--- config.mk ---
export PLATFORM = sky130hd
export DESIGN_NAME = joystick_event_key_mapper_unit
export DESIGN_NICKNAME = d
export VERILOG_FILES = /design/src/jekm_pkg.sv /design/src/jekm_ram.sv /design/src/jekm_ctrl.sv /design/src/jekm_dpath.sv /design/src/joystick_event_key_mapper_unit.sv
export SDC_FILE = /design/constraint.sdc
export NUM_CORES = 2
export LEC_CHECK = 0
export BUFFER_PORTS_ARGS = -buffer_cell sky130_fd_sc_hd__buf_2
export CAP_MARGIN = 20
export CORE_AREA = 2 2 396 398
export DETAILED_ROUTE_END_ITERATION = 10
export DIE_AREA = 0 0 398 400
export HOLD_SLACK_MARGIN = 0.02
export PLACE_DENSITY = 0.65
export REMOVE_ABC_BUFFERS = 1
export SLEW_MARGIN = 20
export SYNTH_ARGS = -nofsm -noshare
export SYNTH_HDL_FRONTEND = slang
export SYNTH_SLANG_ARGS = --single-unit
--- constraint.sdc ---
create_clock -name clk -period 6.6 [get_ports clk]
set_input_delay 1.32 -clock clk [delete_from_list [all_inputs] [get_ports clk]]
set_output_delay 1.32 -clock clk [all_outputs]
set_load 0.02 [all_outputs]
--- src/jekm_pkg.sv ---
`default_nettype none

package jekm_pkg;

  // request codes on req_type
  typedef enum logic [1:0] {
    REQ_EVENT     = 2'd0,
    REQ_BTN_WRITE = 2'd1,
    REQ_AX_WRITE  = 2'd2
  } req_t;

  // configuration register indexes
  localparam int unsigned CFG_INDEX_W = 1;
  localparam int unsigned CFG_DATA_W  = 6;
  localparam logic [CFG_INDEX_W-1:0] CFG_BUTTONS_IN_USE = 1'b0;
  localparam logic [CFG_INDEX_W-1:0] CFG_AXES_IN_USE    = 1'b1;

  // at most this many keys per event
  localparam int unsigned RESULT_LIMIT = 16;
  localparam int unsigned RESULT_CNT_W = 5;

  // compare width that holds any control number and any count up to 256
  localparam int unsigned NUM_CMP_W = 9;

  // button table slot, enable kept apart in flops
  typedef struct packed {
    logic [7:0] button;
    logic       chord_en;
    logic [7:0] chord;
    logic [7:0] key;
  } btn_entry_t;

  // axis table slot, enable kept apart in flops
  typedef struct packed {
    logic [7:0]         axis;
    logic signed [15:0] lo;
    logic signed [15:0] hi;
    logic [7:0]         key;
  } ax_entry_t;

  // controller to datapath
  typedef struct packed {
    logic load;
    logic write_btn;
    logic write_ax;
    logic btn_update;
    logic ax_write;
    logic scan_start;
    logic issue;
    logic eval_chord;
    logic eval_plain;
    logic eval_move;
    logic flush;
  } ctrl_cmd_t;

  // datapath to controller
  typedef struct packed {
    logic [1:0] req_type;
    logic       ev_init;
    logic       ev_axis;
    logic       in_range;
    logic       release_cond;
    logic       chord_hit;
    logic       issued_all;
    logic       rd_valid;
  } ctrl_status_t;

endpackage

`default_nettype wire

--- src/jekm_ram.sv ---
`default_nettype none

module jekm_ram #(
  parameter int unsigned WIDTH = 8,
  parameter int unsigned DEPTH = 16
) (
  input  wire logic                                  clk,
  input  wire logic                                  we,
  input  wire logic [(DEPTH > 1 ? $clog2(DEPTH) : 1)-1:0] waddr,
  input  wire logic [WIDTH-1:0]                      wdata,
  input  wire logic [(DEPTH > 1 ? $clog2(DEPTH) : 1)-1:0] raddr,
  output logic      [WIDTH-1:0]                      rdata
);

  logic [WIDTH-1:0] mem [DEPTH];

  // one write port, registered read port
  always_ff @(posedge clk) begin
    if (we) begin
      mem[waddr] <= wdata;
    end
    rdata <= mem[raddr];
  end

endmodule

`default_nettype wire

--- src/jekm_ctrl.sv ---
`default_nettype none

module jekm_ctrl (
  input  wire logic                    clk,
  input  wire logic                    rst,
  input  wire logic                    start,
  output logic                         busy,
  input  wire jekm_pkg::ctrl_status_t  st,
  output jekm_pkg::ctrl_cmd_t          cmd
);

  typedef enum logic [5:0] {
    S_IDLE   = 6'b000001,
    S_DECODE = 6'b000010,
    S_CHORD  = 6'b000100,
    S_PLAIN  = 6'b001000,
    S_MOVE   = 6'b010000,
    S_FLUSH  = 6'b100000
  } state_t;

  state_t state;
  state_t state_next;
  logic   scan_done;

  // every issued read has been evaluated
  assign scan_done = st.issued_all && !st.rd_valid;
  assign busy      = (state != S_IDLE);

  always_ff @(posedge clk) begin
    if (rst) begin
      state <= S_IDLE;
    end else begin
      state <= state_next;
    end
  end

  // sequencing
  always_comb begin
    cmd        = '0;
    state_next = state;
    unique case (state)
      S_IDLE: begin
        if (start) begin
          cmd.load   = 1'b1;
          state_next = S_DECODE;
        end
      end
      S_DECODE: begin
        state_next = S_IDLE;
        case (st.req_type)
          jekm_pkg::REQ_BTN_WRITE: begin
            cmd.write_btn = 1'b1;
          end
          jekm_pkg::REQ_AX_WRITE: begin
            cmd.write_ax = 1'b1;
          end
          jekm_pkg::REQ_EVENT: begin
            if (st.in_range) begin
              if (st.ev_axis) begin
                if (st.ev_init) begin
                  cmd.ax_write = 1'b1;
                end else begin
                  cmd.scan_start = 1'b1;
                  state_next     = S_MOVE;
                end
              end else if (st.release_cond) begin
                cmd.scan_start = 1'b1;
                state_next     = S_CHORD;
              end else begin
                cmd.btn_update = 1'b1;
              end
            end
          end
          default: begin
            state_next = S_IDLE;
          end
        endcase
      end
      S_CHORD: begin
        cmd.eval_chord = 1'b1;
        if (st.chord_hit) begin
          state_next = S_FLUSH;
        end else if (scan_done) begin
          cmd.scan_start = 1'b1;
          state_next     = S_PLAIN;
        end else begin
          cmd.issue = !st.issued_all;
        end
      end
      S_PLAIN: begin
        cmd.eval_plain = 1'b1;
        cmd.issue      = !st.issued_all;
        if (scan_done) begin
          state_next = S_FLUSH;
        end
      end
      S_MOVE: begin
        cmd.eval_move = 1'b1;
        cmd.issue     = !st.issued_all;
        if (scan_done) begin
          state_next = S_FLUSH;
        end
      end
      S_FLUSH: begin
        cmd.flush = 1'b1;
        if (st.ev_axis) begin
          cmd.ax_write = 1'b1;
        end else begin
          cmd.btn_update = 1'b1;
        end
        state_next = S_IDLE;
      end
      default: begin
        state_next = S_IDLE;
      end
    endcase
  end

endmodule

`default_nettype wire

--- src/jekm_dpath.sv ---
`default_nettype none

module jekm_dpath #(
  parameter int unsigned MAX_BUTTONS = 32,
  parameter int unsigned MAX_AXES    = 8,
  parameter int unsigned MAP_ENTRIES = 16
) (
  input  wire logic                                 clk,
  input  wire logic                                 rst,
  input  wire jekm_pkg::ctrl_cmd_t                  cmd,
  output jekm_pkg::ctrl_status_t                    st,
  input  wire logic                                 cfg_we,
  input  wire logic [jekm_pkg::CFG_INDEX_W-1:0]     cfg_index,
  input  wire logic [jekm_pkg::CFG_DATA_W-1:0]      cfg_data,
  input  wire logic [1:0]                           req_type,
  input  wire logic                                 event_init,
  input  wire logic                                 event_axis,
  input  wire logic [7:0]                           control_number,
  input  wire logic signed [15:0]                   control_value,
  input  wire logic [3:0]                           entry_index,
  input  wire logic                                 entry_enable,
  input  wire logic                                 chord_enable,
  input  wire logic [7:0]                           chord_button,
  input  wire logic signed [15:0]                   range_low,
  input  wire logic signed [15:0]                   range_high,
  input  wire logic [7:0]                           entry_key,
  output logic                                      strobe,
  output logic [7:0]                                key_code,
  output logic [3:0]                                hit_entry,
  output logic                                      hit_is_axis,
  output logic                                      last_key
);

  localparam int unsigned BW = (MAX_BUTTONS > 1) ? $clog2(MAX_BUTTONS) : 1;
  localparam int unsigned AW = (MAX_AXES > 1) ? $clog2(MAX_AXES) : 1;
  localparam int unsigned EW = (MAP_ENTRIES > 1) ? $clog2(MAP_ENTRIES) : 1;
  localparam int unsigned NW = jekm_pkg::NUM_CMP_W;
  localparam logic [EW-1:0] LAST_IDX = EW'(MAP_ENTRIES - 1);

  // configuration registers
  logic [5:0] buttons_in_use;
  logic [3:0] axes_in_use;

  // item registers
  logic [1:0]         req_q;
  logic               init_q;
  logic               axis_q;
  logic [7:0]         num_q;
  logic signed [15:0] val_q;
  logic [3:0]         slot_q;
  logic               en_q;
  logic               chord_en_q;
  logic [7:0]         chord_q;
  logic signed [15:0] lo_q;
  logic signed [15:0] hi_q;
  logic [7:0]         key_q;

  // control state
  logic [MAX_BUTTONS-1:0] button_pressed;
  logic [MAX_AXES-1:0]    pos_valid;
  logic [MAP_ENTRIES-1:0] btn_en;
  logic [MAP_ENTRIES-1:0] ax_en;

  // scan
  logic [EW-1:0] scan_idx;
  logic [EW-1:0] rd_idx;
  logic          rd_valid;
  logic          issued_all;

  // pending result and count
  logic                              pend_valid;
  logic [7:0]                        pend_key;
  logic [3:0]                        pend_idx;
  logic                              pend_axis;
  logic [jekm_pkg::RESULT_CNT_W-1:0] hit_count;

  // memory ports
  logic [$bits(jekm_pkg::btn_entry_t)-1:0] btn_rdata;
  logic [$bits(jekm_pkg::ax_entry_t)-1:0]  ax_rdata;
  logic signed [15:0]                      pos_rdata;
  jekm_pkg::btn_entry_t                    btn_wr;
  jekm_pkg::ax_entry_t                     ax_wr;
  jekm_pkg::btn_entry_t                    btn_rd;
  jekm_pkg::ax_entry_t                     ax_rd;

  logic [BW-1:0]      btn_sel;
  logic [AW-1:0]      ax_sel;
  logic [EW-1:0]      slot_sel;
  logic               slot_ok;
  logic               num_in_buttons;
  logic               num_in_axes;
  logic signed [15:0] old_pos;
  logic               btn_base;
  logic               chord_held;
  logic               chord_match;
  logic               plain_match;
  logic               move_match;
  logic               hit_take;
  logic [7:0]         new_key;

  assign btn_sel  = num_q[BW-1:0];
  assign ax_sel   = num_q[AW-1:0];
  assign slot_sel = EW'(slot_q);
  assign slot_ok  = (7'(slot_q) < 7'(MAP_ENTRIES));

  // number checks against the clamped counts
  assign num_in_buttons = (NW'(num_q) < NW'(buttons_in_use)) &&
                          (NW'(num_q) < NW'(MAX_BUTTONS));
  assign num_in_axes    = (NW'(num_q) < NW'(axes_in_use)) &&
                          (NW'(num_q) < NW'(MAX_AXES));

  // configuration beats
  always_ff @(posedge clk) begin
    if (rst) begin
      buttons_in_use <= '0;
      axes_in_use    <= '0;
    end else if (cfg_we) begin
      unique case (cfg_index)
        jekm_pkg::CFG_BUTTONS_IN_USE: buttons_in_use <= cfg_data;
        jekm_pkg::CFG_AXES_IN_USE:    axes_in_use    <= cfg_data[3:0];
        default: begin
          buttons_in_use <= buttons_in_use;
        end
      endcase
    end
  end

  // item capture
  always_ff @(posedge clk) begin
    if (cmd.load) begin
      req_q      <= req_type;
      init_q     <= event_init;
      axis_q     <= event_axis;
      num_q      <= control_number;
      val_q      <= control_value;
      slot_q     <= entry_index;
      en_q       <= entry_enable;
      chord_en_q <= chord_enable;
      chord_q    <= chord_button;
      lo_q       <= range_low;
      hi_q       <= range_high;
      key_q      <= entry_key;
    end
  end

  // map tables
  assign btn_wr = '{button: num_q, chord_en: chord_en_q, chord: chord_q, key: key_q};
  assign ax_wr  = '{axis: num_q, lo: lo_q, hi: hi_q, key: key_q};

  jekm_ram #(
    .WIDTH ($bits(jekm_pkg::btn_entry_t)),
    .DEPTH (MAP_ENTRIES)
  ) u_btn_table (
    .clk   (clk),
    .we    (cmd.write_btn && slot_ok),
    .waddr (slot_sel),
    .wdata (btn_wr),
    .raddr (scan_idx),
    .rdata (btn_rdata)
  );

  jekm_ram #(
    .WIDTH ($bits(jekm_pkg::ax_entry_t)),
    .DEPTH (MAP_ENTRIES)
  ) u_ax_table (
    .clk   (clk),
    .we    (cmd.write_ax && slot_ok),
    .waddr (slot_sel),
    .wdata (ax_wr),
    .raddr (scan_idx),
    .rdata (ax_rdata)
  );

  // last axis positions, read at the event's axis
  jekm_ram #(
    .WIDTH (16),
    .DEPTH (MAX_AXES)
  ) u_ax_pos (
    .clk   (clk),
    .we    (cmd.ax_write),
    .waddr (ax_sel),
    .wdata (val_q),
    .raddr (ax_sel),
    .rdata (pos_rdata)
  );

  assign btn_rd  = jekm_pkg::btn_entry_t'(btn_rdata);
  assign ax_rd   = jekm_pkg::ax_entry_t'(ax_rdata);
  assign old_pos = pos_valid[ax_sel] ? pos_rdata : 16'sd0;

  // entry enables and position valid bits
  always_ff @(posedge clk) begin
    if (rst) begin
      btn_en    <= '0;
      ax_en     <= '0;
      pos_valid <= '0;
    end else begin
      if (cmd.write_btn && slot_ok) begin
        btn_en[slot_sel] <= en_q;
      end
      if (cmd.write_ax && slot_ok) begin
        ax_en[slot_sel] <= en_q;
      end
      if (cmd.ax_write) begin
        pos_valid[ax_sel] <= 1'b1;
      end
    end
  end

  // scan address and read tracking
  always_ff @(posedge clk) begin
    if (rst) begin
      scan_idx   <= '0;
      rd_valid   <= 1'b0;
      issued_all <= 1'b0;
    end else if (cmd.scan_start) begin
      scan_idx   <= '0;
      rd_valid   <= 1'b0;
      issued_all <= 1'b0;
    end else begin
      rd_valid <= cmd.issue;
      if (cmd.issue) begin
        scan_idx <= EW'(scan_idx + 1'b1);
        if (scan_idx == LAST_IDX) begin
          issued_all <= 1'b1;
        end
      end
    end
  end

  always_ff @(posedge clk) begin
    if (cmd.issue) begin
      rd_idx <= scan_idx;
    end
  end

  // entry match logic
  assign btn_base    = rd_valid && btn_en[rd_idx] && (btn_rd.button == num_q);
  assign chord_held  = (NW'(btn_rd.chord) < NW'(buttons_in_use)) &&
                       (NW'(btn_rd.chord) < NW'(MAX_BUTTONS)) &&
                       button_pressed[btn_rd.chord[BW-1:0]];
  assign chord_match = btn_base && btn_rd.chord_en && chord_held;
  assign plain_match = btn_base && !btn_rd.chord_en;
  assign move_match  = rd_valid && ax_en[rd_idx] && (ax_rd.axis == num_q) &&
                       ((old_pos < ax_rd.lo) || (old_pos > ax_rd.hi)) &&
                       (val_q >= ax_rd.lo) && (val_q <= ax_rd.hi);

  assign hit_take = (hit_count < jekm_pkg::RESULT_CNT_W'(jekm_pkg::RESULT_LIMIT)) &&
                    ((cmd.eval_chord && chord_match) ||
                     (cmd.eval_plain && plain_match) ||
                     (cmd.eval_move && move_match));
  assign new_key  = cmd.eval_move ? ax_rd.key : btn_rd.key;

  // pressed bits
  always_ff @(posedge clk) begin
    if (rst) begin
      button_pressed <= '0;
    end else begin
      if (cmd.eval_chord && chord_match) begin
        button_pressed[btn_rd.chord[BW-1:0]] <= 1'b0;
      end
      if (cmd.btn_update) begin
        button_pressed[btn_sel] <= (val_q == 16'sd1);
      end
    end
  end

  // result control: one hit held back so the final one can be marked
  always_ff @(posedge clk) begin
    if (rst) begin
      strobe     <= 1'b0;
      pend_valid <= 1'b0;
      hit_count  <= '0;
    end else begin
      strobe <= 1'b0;
      if (cmd.load) begin
        hit_count <= '0;
      end
      if (hit_take) begin
        strobe     <= pend_valid;
        pend_valid <= 1'b1;
        hit_count  <= jekm_pkg::RESULT_CNT_W'(hit_count + 1'b1);
      end
      if (cmd.flush) begin
        strobe     <= pend_valid;
        pend_valid <= 1'b0;
      end
    end
  end

  // result payload
  always_ff @(posedge clk) begin
    if (hit_take) begin
      key_code    <= pend_key;
      hit_entry   <= pend_idx;
      hit_is_axis <= pend_axis;
      last_key    <= 1'b0;
      pend_key    <= new_key;
      pend_idx    <= 4'(rd_idx);
      pend_axis   <= cmd.eval_move;
    end
    if (cmd.flush) begin
      key_code    <= pend_key;
      hit_entry   <= pend_idx;
      hit_is_axis <= pend_axis;
      last_key    <= 1'b1;
    end
  end

  // status to the controller
  assign st.req_type     = req_q;
  assign st.ev_init      = init_q;
  assign st.ev_axis      = axis_q;
  assign st.in_range     = axis_q ? num_in_axes : num_in_buttons;
  assign st.release_cond = !init_q && (val_q == 16'sd0) && button_pressed[btn_sel];
  assign st.chord_hit    = chord_match;
  assign st.issued_all   = issued_all;
  assign st.rd_valid     = rd_valid;

endmodule

`default_nettype wire

--- src/joystick_event_key_mapper_unit.sv ---
// channel   direction  signals                                         beat
// --------  ---------  ----------------------------------------------  -------------------
// command   in         start, busy, req_type .. entry_key              start && !busy
// result    out        strobe, key_code, hit_entry, hit_is_axis,       strobe, one cycle
//                      last_key
// config    in         cfg_valid, cfg_ready, cfg_index, cfg_data       cfg_valid && cfg_ready
//
// table writes, ignored events, axis init events and non-release button events end in decode
// axis moves and button releases scan the map table, one entry per cycle, through its
// single read port; a button release scans it twice when no chord entry hits
// results come out during the scan, the last one flagged in the same cycle that busy drops
// reset clears the count registers, pressed bits, axis positions (valid bits) and table enables
// results cannot be held off; cfg_ready is always high
`default_nettype none

module joystick_event_key_mapper_unit #(
  parameter int unsigned MAX_BUTTONS = 32,
  parameter int unsigned MAX_AXES    = 8,
  parameter int unsigned MAP_ENTRIES = 16
) (
  input  wire logic                             clk,
  input  wire logic                             rst,
  input  wire logic                             start,
  output logic                                  busy,
  input  wire logic [1:0]                       req_type,
  input  wire logic                             event_init,
  input  wire logic                             event_axis,
  input  wire logic [7:0]                       control_number,
  input  wire logic signed [15:0]               control_value,
  input  wire logic [3:0]                       entry_index,
  input  wire logic                             entry_enable,
  input  wire logic                             chord_enable,
  input  wire logic [7:0]                       chord_button,
  input  wire logic signed [15:0]               range_low,
  input  wire logic signed [15:0]               range_high,
  input  wire logic [7:0]                       entry_key,
  output logic                                  strobe,
  output logic [7:0]                            key_code,
  output logic [3:0]                            hit_entry,
  output logic                                  hit_is_axis,
  output logic                                  last_key,
  input  wire logic                             cfg_valid,
  output logic                                  cfg_ready,
  input  wire logic [jekm_pkg::CFG_INDEX_W-1:0] cfg_index,
  input  wire logic [jekm_pkg::CFG_DATA_W-1:0]  cfg_data
);

  jekm_pkg::ctrl_cmd_t    cmd;
  jekm_pkg::ctrl_status_t st;

  assign cfg_ready = 1'b1;

  jekm_ctrl u_ctrl (
    .clk   (clk),
    .rst   (rst),
    .start (start),
    .busy  (busy),
    .st    (st),
    .cmd   (cmd)
  );

  jekm_dpath #(
    .MAX_BUTTONS (MAX_BUTTONS),
    .MAX_AXES    (MAX_AXES),
    .MAP_ENTRIES (MAP_ENTRIES)
  ) u_dpath (
    .clk            (clk),
    .rst            (rst),
    .cmd            (cmd),
    .st             (st),
    .cfg_we         (cfg_valid && cfg_ready),
    .cfg_index      (cfg_index),
    .cfg_data       (cfg_data),
    .req_type       (req_type),
    .event_init     (event_init),
    .event_axis     (event_axis),
    .control_number (control_number),
    .control_value  (control_value),
    .entry_index    (entry_index),
    .entry_enable   (entry_enable),
    .chord_enable   (chord_enable),
    .chord_button   (chord_button),
    .range_low      (range_low),
    .range_high     (range_high),
    .entry_key      (entry_key),
    .strobe         (strobe),
    .key_code       (key_code),
    .hit_entry      (hit_entry),
    .hit_is_axis    (hit_is_axis),
    .last_key       (last_key)
  );

  // an accepted command always raises busy in the cycle after it is taken
  a_accept_busy: assert property (@(posedge clk) disable iff (rst)
    (start && !busy) |=> busy)
    else $error("accepted command did not raise busy");

  // results only appear while or right after the block works
  a_strobe_busy: assert property (@(posedge clk) disable iff (rst)
    strobe |-> $past(busy))
    else $error("result beat without a command in progress");

  // a result that is not the last leaves the event in progress
  a_more_pending: assert property (@(posedge clk) disable iff (rst)
    (strobe && !last_key) |-> busy)
    else $error("non-final result but block went idle");

  // nothing follows the final result of an event in the next cycle
  a_last_alone: assert property (@(posedge clk) disable iff (rst)
    (strobe && last_key) |=> !strobe)
    else $error("result beat right after the final one");

endmodule

`default_nettype wire

# Word-level counts from Yosys, hierarchy flattened
# Memories as Yosys holds them, arrays and structs flattened. A register that Yosys moved wholly into a read port is not among the register bits.
# Cells that the tools add are included.
# totals
reg_bits	214
memories	3
input_bits	93
out_inout_bits	17
ram_bits	1296
wordCells	200
# op_classes
reduce_logical	43
n_lt_le_gt_ge	20
bitwise_logic	4
n_addsub	2
n_mux	79
n_eq_ne	16
# mem_list
name	depth	word_bits	read_ports	rd_clocked_by_memory_dff	wr	line_no	rtl
u_dpath.u_ax_table.mem	16	48	1	1	1	jekm_ram.sv:15	logic [WIDTH-1:0] mem [DEPTH];
u_dpath.u_btn_table.mem	16	25	1	1	1	jekm_ram.sv:15	
u_dpath.u_ax_pos.mem	8	16	1	1	1	jekm_ram.sv:15	
# ops
operator	count
two-way mux 32 bit	3
two-way mux 1 bit	39
two-way mux 6 bit	6
AND 32 bit	1
bitwise mux 16 bit	2
bitwise mux 32 bit	1
inverter 32 bit	1
logical AND 1 bit	25
two-way mux 8 bit	3
one-hot mux 6 bit (4 select lines)	1
two-way mux 5 bit	4
== test 16 x 2 -> 1 bit (second input constant)	1
== test 8 bit	2
>= comparator 16 bit	1
> comparator 16 bit	1
less-or-equal comparator 16 bit	1
zero test 16 bit	1
< comparator 16 bit	1
< comparator 8 x 6 -> 1 bit	2
< comparator 8 x 6 -> 1 bit (second input constant)	2
two-way mux 16 bit	1
< comparator 5 x 6 -> 1 bit (second input constant)	2
binary-select mux 1 bit (select 5 bit)	2
demux 1 bit (select 5 bit)	2
other kinds (41)	59

# Logic depth before layout (Yosys ltp)
# depth
depth_word	13
mapped_depth	15
ltp_nobuf	13

# By module
# A second synthesis with hierarchy kept.
# unflattened
cells_unflattened	3181
area_unflattened_um2	61878.1
# by_module_without_submodules
module	seq_area_each_um2	instances	cells_each	area_each_um2
jekm_ram (u_dpath.u_ax_table)	24023.0	1	1242	29691.0
jekm_ram (u_dpath.u_btn_table)	12512.0	1	660	15551.2
jekm_dpath	5285.1	1	1008	10886.7
jekm_ram (u_dpath.u_ax_pos)	4164.0	1	214	5293.8
jekm_ctrl	120.1	1	55	444.2
joystick_event_key_mapper_unit	0.0	1	2	11.3

# Least setup slack after synthesis
# Ideal clock, no wire load.
# synth_timing
path_type	register to register
from	register u_ctrl.state[3]
to	register u_dpath.ax_en[12]
stages_incl_launch_ff	10
t_arrival_ps	5495
path_slack_ps	977
period_less_slack_ps	5623
required_time_ps	6472
setup_time_ps	128
path_buffers	1
path_cell_list	dfxtp_1 -> clkbuf_1 -> or3_1 -> nor2_1 -> nand3b_1 -> nor3b_1 -> nand3_1 -> nor3_1 -> mux2i_1 -> nor2_1
# synth_between
elab_chain_len	2
# synth_rtl
element	line_no	rtl
from (decl)	jekm_ctrl.sv:21	state_t state;
from (signal assigned)	jekm_ctrl.sv:33	state <= state_next;
== test 6 x 2 -> 1 bit	jekm_ctrl.sv:41	unique case (state)
two-way mux 2 bit	jekm_ctrl.sv:41	
to (signal, indexed assignment)	jekm_dpath.sv:202	ax_en[slot_sel] <= en_q;
to (decl)	jekm_dpath.sv:62	logic [MAP_ENTRIES-1:0] ax_en;
# No other way between the ends.
# A chain may end at the register's enable or synchronous reset.

# Worst setup path after layout
# layout_timing
from	register u_dpath.num_q[2]
to	register u_dpath.key_code[4], enable pin
# layout_between
elab_chain_len	12
elab_cells_between_ends	23
classes_between	2 x order compare; 2 x eq/ne; 3 x mux; 16 x reduce/logical
# layout_rtl
element	line_no	rtl
from (decl)	jekm_dpath.sv:48	logic [7:0] num_q;
from (signal assigned)	jekm_dpath.sv:134	num_q <= control_number;
binary-select mux 1 bit (select 3 bit)	jekm_dpath.sv:189	assign old_pos = pos_valid[ax_sel] ? pos_rdata : 16'sd0;
two-way mux 1 bit (implied by the code)	jekm_dpath.sv:189	
two-way mux 16 bit	jekm_dpath.sv:189	
< comparator 16 bit or > comparator 16 bit (tied branches)	jekm_dpath.sv:245	((old_pos < ax_rd.lo) || (old_pos > ax_rd.hi)) &&
logical OR 1 bit	jekm_dpath.sv:245	
logical AND 1 bit	jekm_dpath.sv:244	assign move_match = rd_valid && ax_en[rd_idx] && (ax_rd.axis == num_q) &&
logical AND 1 bit	jekm_dpath.sv:245	
logical AND 1 bit	jekm_dpath.sv:246	(val_q >= ax_rd.lo) && (val_q <= ax_rd.hi);
logical AND 1 bit	jekm_dpath.sv:251	(cmd.eval_move && move_match));
logical OR 1 bit *	jekm_dpath.sv:250	(cmd.eval_plain && plain_match) ||
logical AND 1 bit *	jekm_dpath.sv:248	assign hit_take = (hit_count < jekm_pkg::RESULT_CNT_W'(jekm_pkg::RESULT_LIMIT)) &&
nonzero test 2 bit (no line) *	-	
to (signal assigned)	jekm_dpath.sv:294	key_code <= pend_key;
to (signal assigned)	jekm_dpath.sv:303	key_code <= pend_key;
to (decl)	jekm_dpath.sv:28	output logic [7:0] key_code,
# Mark *: on every way between the ends. The rest lies on a longest branch, timed or not. The select of a mux whose other input is x is not followed.

==> run metrics <==
worst hold path class register to register; clock buffer depth 3; 1st-iter DRT viols 3,295; Worst EP required 6.97 ns; Hold Buf Count CTS 0; run status finished, final reports clean; final max-slew violation count 0; CP Buf/Inv Count 1; FFs w/ async S/R, synth 0; Max-Cap Viols 0; CP Data Arrival Time 5.69 ns; Num CTS Buffers 163; Worst Tran Pin Value 1.08 ns; EDFF count, synth 1,408; Reg clk slew, reported paths 0.06 ns; Levels on crit path 13; Mapped Area 61,500 um^2; crit-path most repeated cell a2111oi_0; Final Total Pwr 20.7 mW; crit-path cells a2111oi_0, nor3_2, buf_4, and2_1, ha_1, a21o_1, a2111oi_0, o311ai_0, a311oi_1, nor4bb_1, or2_1, a21oi_2, nand2_1; Die ar. 159,000 um^2; Final HPWL DP 79.2 mm; initial antenna violation count 6; Syn. warnings 0; Placed Instance Area 65,000 um^2; input/output buffers 108; final period utilization 0.807; leak pwr 22.1 nW; synth-to-layout area growth 14.5%; grt ovf 0; Max IR drop VDD 0.272 mV; Max stage delay on crit path 0.76 ns; PwrDens 294 nW/um^2; number of global-route vias before repair 29.8k; RSZ-0062 raised after global routing no; Critical Path End u_dpath.key_code[4]; clock skew 0.0404 ns; Final Hold Viols 0; post-route DRC violation count 0; Die Ht 400 um; post-route cell area 70,500 um^2; share of post-route cells with drive strength above 1 0.271; CP startpoint u_dpath.num_q[2]; first-pass GRT wire length 204 mm; final core area utilization 0.454; Initial Util 0.397; final WL 139 mm; cells after synthesis 2,993; cell family with most CP delay compound AO/OA/AOI/OAI gates; Die W 398 um; Avg Synthesized Cell Area 20.6 um^2; main flop type after synthesis edfxtp_1; All-Layer GR Usage 0.175; hold wc startpoint u_dpath.pend_idx[1]; WL/cell 25.8 um; clk_lat worst skew 0.80 ns; via count 29.7k; floorplan core area 155,000 um^2; drt pass-1 iters 7; critical path's slowest cell a2111oi_0; via/cell ratio 5.52; Root Buffer clkbuf_16; Sink Count 1,599; RePlAce Congestion 0.848; relative slew slack 0.281; CP Class register to register; register-to-register setup slack 1.28 ns; CP Launch Type register; # rows 145; f_max 0.188 GHz; reg2reg start u_dpath.num_q[2]; PostCTS Resize Cnt 0; CTS tree yes; Synth cell types 70; worst reg2reg endpoint u_dpath.key_code[4]; Seq/Total Area, Yosys 0.749; largest net degree at the start of global routing 125; Seq cells post-synth 1,599; H-tree Lvls 4; io pins 110; CP max FO 23; post-route ant nets 0; setup violators final 0; R2R cell count 13; Tmin final 5.32 ns; critical path capture point type register; Final #Nets 3,366; hold_ws 0.416 ns; Post-CTS Setup Repair Bufs 0
==> through the flow <==
step	TNS [ns]	instances	worst slack (ns)
after floorplan	-523.31	2852	-7.08
after global placement	0	5075	1.40
after detailed placement	0	5081	1.33
after CTS	0	5381	1.34
after global routing	0	5390	0.925
final	0	5391	1.28
==> flip-flops by register name, summed over array words and instances, names as in the netlist, 16 cells and up <==
signal                     flops
u_dpath.u_ax_pos.rdata        16
u_dpath.val_q                 16
u_dpath.btn_en                16
u_dpath.u_ax_table.mem       768
u_dpath.u_ax_pos.mem         128
u_dpath.u_ax_table.rdata      48
u_dpath.button_pressed        32
u_dpath.ax_en                 16
u_dpath.hi_q                  16
u_dpath.u_btn_table.mem      400
u_dpath.u_btn_table.rdata     25
u_dpath.lo_q                  16
==> logic make-up after synthesis <==
group	synth area share
other	0.0000609
xor gates and xnor gates	0.00285
buffers and inverters	0.0130
and+or+nand+nor	0.0299
DFF	0.749
adders and majority gates	0.0155
muxes	0.165
AOI/OAI and AO/OA	0.0243
==> cell usage after synthesis, types with 10 or more instances <==
master	instances	area share
nor2_1	117	0.0071
nand2b_1	16	0.0016
o21ai_0	41	0.0033
mux2i_1	57	0.0093
edfxtp_1	1408	0.69
a21o_1	11	0.0013
a211oi_1	12	0.0015
a21oi_1	54	0.0044
mux4_2	414	0.15
nand3_1	32	0.0026
inv_1	66	0.0040
dfxtp_1	191	0.062
nor2b_1	17	0.0017
ha_1	76	0.015
nor3_1	22	0.0018
mux2_2	25	0.0046
nand4_1	17	0.0017
o211ai_1	17	0.0021
nand2_1	79	0.0048
clkbuf_1	91	0.0056
o21a_1	11	0.0013
buf_1	40	0.0024
xnor2_1	14	0.0020
nor4_1	10	0.0010
and2_1	16	0.0016
==> metal layers <==
layer  global-route usage  share of wire  vias to the layer above
li1                     -              -                    12800
met1                0.245           0.43                    15900
met2                0.279           0.48                      956
met3               0.0392          0.069                      162
met4               0.0392          0.016                        6
met5                    0        0.00021                        -
==> final cells by class <==
type	instances	area, um^2
antenna	1	2.50
clock buffer	228	4510
clock inverter	72	743
fill	12900	84700
inverter	67	254
multi-input combinational	1186	14900
sequential	1599	46100
tap	2058	2570
timing repair buffer	180	1370
==> cell usage in the layout, fill, tap and decap left out, drive strengths merged, types with 18 or more instances in the layout <==
master | Yosys | routed
o21ai | 42 | 42
o211ai | 18 | 18
mux4 | 414 | 414
a21oi | 55 | 55
dfxtp | 191 | 191
buf | 50 | 180
clkbuf | 91 | 228
edfxtp | 1408 | 1408
nand2 | 79 | 79
inv | 66 | 75
ha | 76 | 76
nor3 | 24 | 24
mux2i | 57 | 57
mux2 | 25 | 25
nor2 | 117 | 117
nand3 | 32 | 32
clkinv | 1 | 48
==> how the worst min path moves through the flow <==
| stage | cells past startpoint | to |
|---|---|---|
| floorplan | 0 | u_dpath.hit_entry[0] |
| global placement | 0 | u_dpath.key_code[4] |
| detailed placement | 0 | u_dpath.hit_entry[2] |
| CTS | 0 | u_dpath.hit_entry[1] |
| global route | 0 | u_dpath.hit_is_axis |
| finish | 0 | u_dpath.hit_entry[1] |
==> where the power goes <==
group | leakage (nW) | internal [mW] | total, mW | switching [mW]
Sequential | 14.3 | 11.1 | 11.3 | 0.177
Clock | 2.54 | 5.13 | 9.00 | 3.87
Combinational | 5.25 | 0.143 | 0.393 | 0.250
Total | 22.1 | 16.4 | 20.7 | 4.30
Note: power is estimated with default switching activity, not from simulation.
